$ cat src/rod_pkg.sv
// rod_pkg: shared types, codes and constants of the region occupancy debouncer
// no dependencies; imported by rod_ctrl, rod_datapath and region_occupancy_debouncer_core
package rod_pkg;

    typedef struct packed {
        logic        req_type;
        logic [4:0]  slot_index;
        logic [7:0]  region_number;
        logic [8:0]  region_width;
        logic [7:0]  region_height;
        logic [15:0] red_changed;
        logic [15:0] green_changed;
        logic [15:0] blue_changed;
    } t_req;

    typedef struct packed {
        logic       found;
        logic [2:0] region_state;
    } t_result;

    localparam logic REQ_LOAD = 1'b0;
    localparam logic REQ_EVAL = 1'b1;

    localparam logic CFG_ACTIVE_SLOTS     = 1'b0;
    localparam logic CFG_TRANSITION_LIMIT = 1'b1;

    localparam logic [5:0] ACTIVE_SLOTS_RESET     = 6'd0;
    localparam logic [5:0] TRANSITION_LIMIT_RESET = 6'd20;
    localparam logic [5:0] COUNT_MAX              = 6'd63;

    // x / 3 == (x * 43691) >> 17 for every 16-bit x
    localparam logic [15:0] RECIP3       = 16'd43691;
    localparam int          RECIP3_SHIFT = 17;

    localparam logic [2:0] STATE_NONE = 3'd0;

    typedef enum logic [1:0] {
        PH_FREE     = 2'd0,
        PH_ENTERING = 2'd1,
        PH_OCCUPIED = 2'd2,
        PH_LEAVING  = 2'd3
    } t_phase;

    typedef struct packed {
        logic [7:0]  id;
        logic [14:0] threshold;
    } t_slot_cfg;

    typedef struct packed {
        t_phase     phase;
        logic [5:0] count;
    } t_slot_dyn;

    typedef enum logic [2:0] {
        ST_IDLE,
        ST_LOAD_MUL,
        ST_LOAD_DIV,
        ST_LOAD_WR,
        ST_SCAN,
        ST_DRAIN,
        ST_RESULT
    } t_ctrl_state;

    typedef struct packed {
        logic capture;
        logic mul;
        logic div;
        logic load_wr;
        logic scan_rd;
    } t_ctrl_cmd;

    typedef struct packed {
        logic in_eval;
        logic no_slots;
        logic scan_last;
    } t_dp_status;

endpackage

$ cat src/rod_ctrl.sv
// rod_ctrl: sequencing state machine for load and evaluate transactions
// depends on rod_pkg; drives rod_datapath through t_ctrl_cmd
module rod_ctrl
    import rod_pkg::*;
(
    input  logic       i_clk,
    input  logic       i_rst_n,
    input  logic       start,
    input  t_dp_status i_status,
    output t_ctrl_cmd  o_cmd,
    output logic       busy,
    output logic       o_done
);

    t_ctrl_state r_state;
    t_ctrl_state n_state;

    always_ff @(posedge i_clk) begin
        if (!i_rst_n) begin
            r_state <= ST_IDLE;
        end else begin
            r_state <= n_state;
        end
    end

    always_comb begin
        n_state = r_state;
        o_cmd   = '0;
        busy    = 1'b1;
        o_done  = 1'b0;
        case (r_state)
            ST_IDLE: begin
                busy = 1'b0;
                if (start) begin
                    o_cmd.capture = 1'b1;
                    if (i_status.in_eval == REQ_LOAD) begin
                        n_state = ST_LOAD_MUL;
                    end else if (i_status.no_slots) begin
                        n_state = ST_RESULT;
                    end else begin
                        n_state = ST_SCAN;
                    end
                end
            end
            ST_LOAD_MUL: begin
                o_cmd.mul = 1'b1;
                n_state   = ST_LOAD_DIV;
            end
            ST_LOAD_DIV: begin
                o_cmd.div = 1'b1;
                n_state   = ST_LOAD_WR;
            end
            ST_LOAD_WR: begin
                o_cmd.load_wr = 1'b1;
                n_state       = ST_RESULT;
            end
            ST_SCAN: begin
                o_cmd.scan_rd = 1'b1;
                if (i_status.scan_last) begin
                    n_state = ST_DRAIN;
                end
            end
            ST_DRAIN: begin
                n_state = ST_RESULT;
            end
            ST_RESULT: begin
                o_done  = 1'b1;
                n_state = ST_IDLE;
            end
            default: begin
                n_state = ST_IDLE;
            end
        endcase
    end

endmodule

$ cat src/rod_datapath.sv
// rod_datapath: config registers, slot memories, threshold arithmetic and debounce step
// depends on rod_pkg; commanded by rod_ctrl
module rod_datapath
    import rod_pkg::*;
#(
    parameter int SLOTS = 32
) (
    input  logic       i_clk,
    input  logic       i_rst_n,
    input  t_ctrl_cmd  i_cmd,
    output t_dp_status o_status,
    input  t_req       i_req,
    input  logic       i_cfg_we,
    input  logic       i_cfg_idx,
    input  logic [5:0] i_cfg_data,
    output t_result    o_result
);

    localparam int AW       = (SLOTS > 1) ? $clog2(SLOTS) : 1;
    localparam int SW       = (AW > 6) ? AW : 6;
    localparam int SCAN_LIM = (SLOTS < 63) ? SLOTS : 63;

    logic [5:0] r_active;
    logic [5:0] r_limit;

    t_req        r_req;
    logic [15:0] r_size;
    logic [14:0] r_thr;
    logic [SW-1:0] r_scan;

    t_slot_cfg mem_cfg [SLOTS];
    t_slot_dyn mem_dyn [SLOTS];
    logic [SLOTS-1:0] r_vld;

    logic          r_pv;
    logic [AW-1:0] r_paddr;
    t_slot_cfg     r_rd_cfg;
    t_slot_dyn     r_rd_dyn;
    logic          r_rd_vld;

    logic       r_found;
    logic [2:0] r_rstate;

    logic [5:0]    n_active;
    logic [SW-1:0] n_scan_ext;
    logic [8:0]    load_idx;
    logic          load_ok;
    logic [16:0]   area;
    logic [31:0]   prod;
    logic [AW-1:0] scan_addr;

    t_slot_dyn cur;
    t_slot_dyn nxt;
    logic [15:0] thr16;
    logic        over_thr;
    logic        match;
    logic [5:0]  cnt_inc;

    // config port
    always_ff @(posedge i_clk) begin
        if (!i_rst_n) begin
            r_active <= ACTIVE_SLOTS_RESET;
            r_limit  <= TRANSITION_LIMIT_RESET;
        end else if (i_cfg_we) begin
            case (i_cfg_idx)
                CFG_ACTIVE_SLOTS:     r_active <= i_cfg_data;
                CFG_TRANSITION_LIMIT: r_limit  <= i_cfg_data;
                default: begin
                end
            endcase
        end
    end

    assign n_active   = (r_active > 6'(SCAN_LIM)) ? 6'(SCAN_LIM) : r_active;
    assign n_scan_ext = SW'(n_active);
    assign scan_addr  = r_scan[AW-1:0];

    assign o_status.in_eval   = i_req.req_type;
    assign o_status.no_slots  = (n_active == 6'd0);
    assign o_status.scan_last = (r_scan == (n_scan_ext - SW'(1)));

    // threshold arithmetic
    assign area     = 17'(r_req.region_width) * 17'(r_req.region_height);
    assign prod     = r_size * RECIP3;
    assign load_idx = 9'(r_req.slot_index);
    assign load_ok  = (load_idx < 9'(SLOTS));

    always_ff @(posedge i_clk) begin
        if (i_cmd.capture) begin
            r_req <= i_req;
        end
        if (i_cmd.mul) begin
            r_size <= area[15:0];
        end
        if (i_cmd.div) begin
            r_thr <= prod[RECIP3_SHIFT +: 15];
        end
    end

    always_ff @(posedge i_clk) begin
        if (i_cmd.capture) begin
            r_scan <= '0;
        end else if (i_cmd.scan_rd) begin
            r_scan <= r_scan + SW'(1);
        end
    end

    // slot memories
    always_ff @(posedge i_clk) begin
        if (i_cmd.load_wr && load_ok) begin
            mem_cfg[load_idx[AW-1:0]] <= {r_req.region_number, r_thr};
        end
        if (i_cmd.scan_rd) begin
            r_rd_cfg <= mem_cfg[scan_addr];
        end
    end

    always_ff @(posedge i_clk) begin
        if (match) begin
            mem_dyn[r_paddr] <= nxt;
        end
        if (i_cmd.scan_rd) begin
            r_rd_dyn <= mem_dyn[scan_addr];
            r_paddr  <= scan_addr;
        end
    end

    // valid bits stand for the reset value free with a zero counter
    always_ff @(posedge i_clk) begin
        if (!i_rst_n) begin
            r_vld    <= '0;
            r_pv     <= 1'b0;
            r_rd_vld <= 1'b0;
        end else begin
            r_pv <= i_cmd.scan_rd;
            if (i_cmd.scan_rd) begin
                r_rd_vld <= r_vld[scan_addr];
            end
            if (i_cmd.load_wr && load_ok) begin
                r_vld[load_idx[AW-1:0]] <= 1'b0;
            end else if (match) begin
                r_vld[r_paddr] <= 1'b1;
            end
        end
    end

    // debounce step of the slot in write-back
    assign cur.phase = r_rd_vld ? r_rd_dyn.phase : PH_FREE;
    assign cur.count = r_rd_vld ? r_rd_dyn.count : 6'd0;
    assign thr16     = {1'b0, r_rd_cfg.threshold};
    assign over_thr  = (r_req.red_changed > thr16) || (r_req.green_changed > thr16)
                    || (r_req.blue_changed > thr16);
    assign match     = r_pv && (r_rd_cfg.id == r_req.region_number);
    assign cnt_inc   = (cur.count < COUNT_MAX) ? (cur.count + 6'd1) : cur.count;

    always_comb begin
        nxt = cur;
        case (cur.phase)
            PH_FREE: begin
                if (over_thr) begin
                    nxt.phase = PH_ENTERING;
                    nxt.count = 6'd0;
                end
            end
            PH_ENTERING: begin
                if (over_thr) begin
                    nxt.count = cnt_inc;
                    if (cnt_inc > r_limit) begin
                        nxt.phase = PH_OCCUPIED;
                        nxt.count = 6'd0;
                    end
                end else begin
                    nxt.phase = PH_FREE;
                    nxt.count = 6'd0;
                end
            end
            PH_OCCUPIED: begin
                if (!over_thr) begin
                    nxt.phase = PH_LEAVING;
                    nxt.count = 6'd0;
                end
            end
            PH_LEAVING: begin
                if (over_thr) begin
                    nxt.phase = PH_FREE;
                end else begin
                    nxt.count = cnt_inc;
                    if (cnt_inc > r_limit) begin
                        nxt.phase = PH_FREE;
                        nxt.count = 6'd0;
                    end
                end
            end
            default: begin
                nxt = cur;
            end
        endcase
    end

    // result register
    always_ff @(posedge i_clk) begin
        if (!i_rst_n) begin
            r_found  <= 1'b0;
            r_rstate <= STATE_NONE;
        end else if (i_cmd.capture) begin
            r_found  <= 1'b0;
            r_rstate <= STATE_NONE;
        end else if (match) begin
            r_found  <= 1'b1;
            r_rstate <= {1'b0, nxt.phase} + 3'd1;
        end
    end

    assign o_result.found        = r_found;
    assign o_result.region_state = r_rstate;

endmodule

$ cat src/region_occupancy_debouncer_core.sv
// region_occupancy_debouncer_core: top level, one request at a time, result strobed on o_done
// load: two multiplies (width times height, then times the reciprocal of 3), slot write, then o_done
// evaluate: n = min(active_slots, SLOTS) slots are scanned, one slot read per cycle, then a drain
// state and o_done; with n at 0 the scan and drain are skipped; requests are not overlapped
// reset: active_slots 0, transition_limit 20, all slots free with zero counters at once;
// slot ids and thresholds undefined until loaded; the receiver cannot stall
module region_occupancy_debouncer_core
    import rod_pkg::*;
#(
    parameter int SLOTS = 32
) (
    input  logic       i_clk,
    input  logic       i_rst_n,
    input  logic       start,
    output logic       busy,
    input  t_req       i_req,
    output logic       o_done,
    output t_result    o_result,
    input  logic       i_cfg_we,
    input  logic       i_cfg_idx,
    input  logic [5:0] i_cfg_data
);

    t_ctrl_cmd  cmd;
    t_dp_status status;

    rod_ctrl u_ctrl (
        .i_clk    (i_clk),
        .i_rst_n  (i_rst_n),
        .start    (start),
        .i_status (status),
        .o_cmd    (cmd),
        .busy     (busy),
        .o_done   (o_done)
    );

    rod_datapath #(
        .SLOTS (SLOTS)
    ) u_dp (
        .i_clk      (i_clk),
        .i_rst_n    (i_rst_n),
        .i_cmd      (cmd),
        .o_status   (status),
        .i_req      (i_req),
        .i_cfg_we   (i_cfg_we),
        .i_cfg_idx  (i_cfg_idx),
        .i_cfg_data (i_cfg_data),
        .o_result   (o_result)
    );

    a_done_while_busy: assert property (@(posedge i_clk) disable iff (!i_rst_n)
        o_done |-> busy)
        else $error("result strobe outside a transaction");

    a_accept_goes_busy: assert property (@(posedge i_clk) disable iff (!i_rst_n)
        (start && !busy) |=> busy)
        else $error("accepted transaction did not raise busy");

    a_done_then_idle: assert property (@(posedge i_clk) disable iff (!i_rst_n)
        o_done |=> (!busy && !o_done))
        else $error("busy held after result strobe");

    a_none_state: assert property (@(posedge i_clk) disable iff (!i_rst_n)
        (o_done && !o_result.found) |-> (o_result.region_state == STATE_NONE))
        else $error("state reported without a match");

endmodule
$ cat config.mk
export PLATFORM = sky130hd
export DESIGN_NAME = region_occupancy_debouncer_core
export DESIGN_NICKNAME = d
export VERILOG_FILES = /design/src/rod_pkg.sv /design/src/rod_ctrl.sv /design/src/rod_datapath.sv /design/src/region_occupancy_debouncer_core.sv
export SDC_FILE = /design/constraint.sdc
export NUM_CORES = 2
export LEC_CHECK = 0
export BUFFER_PORTS_ARGS = -buffer_cell sky130_fd_sc_hd__buf_2
export CAP_MARGIN = 10
export CORE_MARGIN = 10
export CORE_UTILIZATION = 45
export DETAILED_ROUTE_END_ITERATION = 10
export PLACE_DENSITY = 0.66
export SKIP_CTS_REPAIR_TIMING = 1
export SKIP_LAST_GASP = 1
export SYNTH_ARGS = -nofsm -noshare
export SYNTH_HDL_FRONTEND = slang
export SYNTH_HIERARCHICAL = 1
export SYNTH_SLANG_ARGS = --single-unit
$ cat constraint.sdc
create_clock -name i_clk -period 4.8 [get_ports i_clk]
set_input_delay 0.48 -clock i_clk [delete_from_list [all_inputs] [get_ports i_clk]]
set_output_delay 0.48 -clock i_clk [all_outputs]
set_load 0.02 [all_outputs]
==> out/results.ini <==
[floorplanning]
rows=126
fp.dieW_um=365
coreArea_sq_mm=0.118
dieHeight_um=365
io_pins=96
initial_core_util_pct=45.3
die_area_sq_mm=0.133

[sta]
fin_skew_ns=0.0819
setup_viol=15
rsz0062_at_grt=true
finalSetupTns_ns=-5.16
fmax_mhz=187
layout_setup_ws_ns=-0.542
period_share_pct=111
hold_viol_final=0
slew_headroom_pct=19.3
worst_pin_slew_ns=1.21
maxSlewViolCount=0
period_needed_ns=5.34

[clocking]
cts_tree=built
h-tree-depth=3
clock_latency_ns=0.74
clockBufferDepth=3
cts_root_buffer=clkbuf_16
cts_sinks=1196
cts_buffers=120
clk_pin_slew_ns=0.06

[worst_hold_path]
hold_end=u_dp/r_req[71]$_DFFE_PP_
hp-start=i_req[71]
holdCritPathClass=in2reg
hold_depth=1

[critical_path]
arrival_ns=5.81
timing.rr.end=u_dp/r_thr[12]$_DFFE_PP_
reg2reg_depth=21
cp.required_ns=5.27
worstPathMaxFanout=4
startpoint_type=register
reg2reg_slack_ns=-0.54
r2r_start=u_dp/r_size[4]$_DFFE_PP_
end_kind=register
critPathKind=reg2reg

[run_status]
violations=setup timing
outcome=finished with violations

[logic_synthesis]
syn-num-nets=3368
syn_inst=2941
synth-edff-count=1137
yosysUniqueCellTypes=71
synth_area_leader_cell=edfxtp_1
synth.avg_cell_area_sq_um=18.2
ys_seq_area_share_pct=66.1
async_flop_share_pct=0
syn_area_sq_mm=0.0534
yosys_warnings=6
synth_ff_type=edfxtp_1
synthTopCellsByArea=edfxtp_1, mux4_2, ha_1, fa_1, dfxtp_1
synth_top_area_share_pct=63.9
yosys_register_bits=1196

[layout]
final_cell_mix=edfxtp_1, mux4_2, inv_1
antenna_cells=0
drive_gt1_share_pct=26.7
final_common_cell=edfxtp_1
fin_nets=3718
syn_to_final_growth_pct=16.4

[routing]
drc=0
num_vias=27943
routed_wl_mm=124
first_pass_iters=7
drtIter0Drc=3002
wire_per_inst_um=25.2
detail-route-antenna-nets=0
via_per_inst=5.67

[global_route]
grt_usage_pct=18.6
grt_max_degree=56
grt_pass1_wl_mm=185
antenna_found_initial=0
overflow=0
first_global_vias=29258

[flow_run]
maxCapViolations=0

[placement]
routabilityCongestion=0.862
hpwl_mm=76.1
portBuffers=95

## worst max-delay path by stage
stage,to,start,depth (start not counted)
finish,u_dp/r_thr[12]$_DFFE_PP_,u_dp/r_size[4]$_DFFE_PP_,21
global route,u_dp/r_thr[14]$_DFFE_PP_,u_dp/r_size[3]$_DFFE_PP_,21
CTS,u_dp/r_thr[14]$_DFFE_PP_,u_dp/r_size[3]$_DFFE_PP_,19
detailed placement,u_dp/r_thr[14]$_DFFE_PP_,u_dp/r_size[3]$_DFFE_PP_,19
global placement,u_dp/r_thr[14]$_DFFE_PP_,u_dp/r_size[7]$_DFFE_PP_,20
floorplan,u_dp/r_thr[12]$_DFFE_PP_,u_dp/r_size[7]$_DFFE_PP_,20
## layer usage
layer	vias up	GRT usage (%)	wire, um
li1	12095	-	-
met2	1021	31.6	63200
met5	-	0	0
met4	0	4.53	2330
met3	148	2.77	9030
met1	14679	25.3	49700
## synth_stat cells, types with 4 or more instances
cell / instances
edfxtp_1: 1137
a21boi_0: 18
a311oi_1: 4
clkbuf_1: 77
ha_1: 218
mux2i_1: 13
a221oi_1: 6
o21ai_0: 70
a21o_1: 21
nand3_1: 31
nor2_1: 121
buf_1: 8
xnor2_1: 35
mux4_2: 320
nand2_1: 103
dfxtp_1: 59
a211oi_1: 7
and3_1: 7
nand2b_1: 9
buf_2: 25
inv_1: 260
mux2_2: 32
xor2_1: 22
nand3b_1: 7
nor4_1: 4
fa_1: 119
and2_1: 62
o211ai_1: 5
nor3_1: 12
nor2b_1: 17
or2_2: 5
a21oi_1: 29
nand4_1: 15
or3_1: 4
o21a_1: 7
## per-stage QoR
stage	hold slack (ns)	cell area (sq um)	util, %	cells	setup slack (ns)
2_1_floorplan	0.406	53600	-	2941	-0.263
3_3_place_gp	0.456	57200	48.5	4617	-0.569
3_5_place_dp	0.462	57200	48.5	4617	-0.680
4_1_cts	-0.137	61100	51.8	4840	-0.698
5_1_grt	0.00212	62200	52.7	4928	-0.703
6_report	0.0127	62200	52.7	4928	-0.542
## final cells by class
cell class	count	area, sq um
Clock buffer	144	3090
Clock inverter	79	788
Fill cell	9106	55700
Inverter	261	980
Multi-Input combinational cell	1371	17400
Sequential cell	1196	35300
Tap cell	1536	1920
Timing Repair Buffer	341	2710
## flip-flops by register name, summed over array words and instances (netlist names)
name / cells
u_dp/load_idx: 5
u_dp/r_rd_vld: 1
u_dp/mem_dyn: 256
u_dp/r_rd_cfg: 23
u_dp/r_size: 16
u_dp/r_scan: 6
u_dp/r_found: 1
u_dp/r_limit: 6
u_dp/r_rd_dyn: 8
u_dp/r_pv: 1
u_ctrl/r_state: 3
u_dp/r_paddr: 5
u_dp/r_active: 6
u_dp/r_thr: 15
u_dp/r_req: 73
u_dp/r_vld: 32
u_dp/mem_cfg: 736
u_dp/r_rstate: 3
## kinds of logic after synthesis
logic type	after synthesis	synth area share (%)
compound gates	196	2.45
xor+xnor	57	0.934
fa+ha+maj	337	9.56
buf+inv	374	2.71
flops	1196	66.1
mux	365	14.4
simple gates	416	3.83
## critical path, stage by stage (launching register included)
cell      delay (ns)
edfxtp_1        0.46
buf_6           0.16
ha_4            0.25
xor2_2          0.15
ha_1            0.29
inv_2           0.04
fa_1            0.47
inv_1           0.05
fa_1            0.45
fa_1            0.51
inv_2           0.04
fa_1            0.49
inv_2           0.05
ha_4            0.22
a21oi_1         0.19
a211oi_1        0.11
a22o_2          0.32
a31oi_4         0.20
and2_4          0.20
nor2b_4         0.04
a31o_2          0.24
xor2_2          0.14
Power is not shown: default switching activity piles up to over one toggle a cycle in this logic, so the estimate is an artifact.
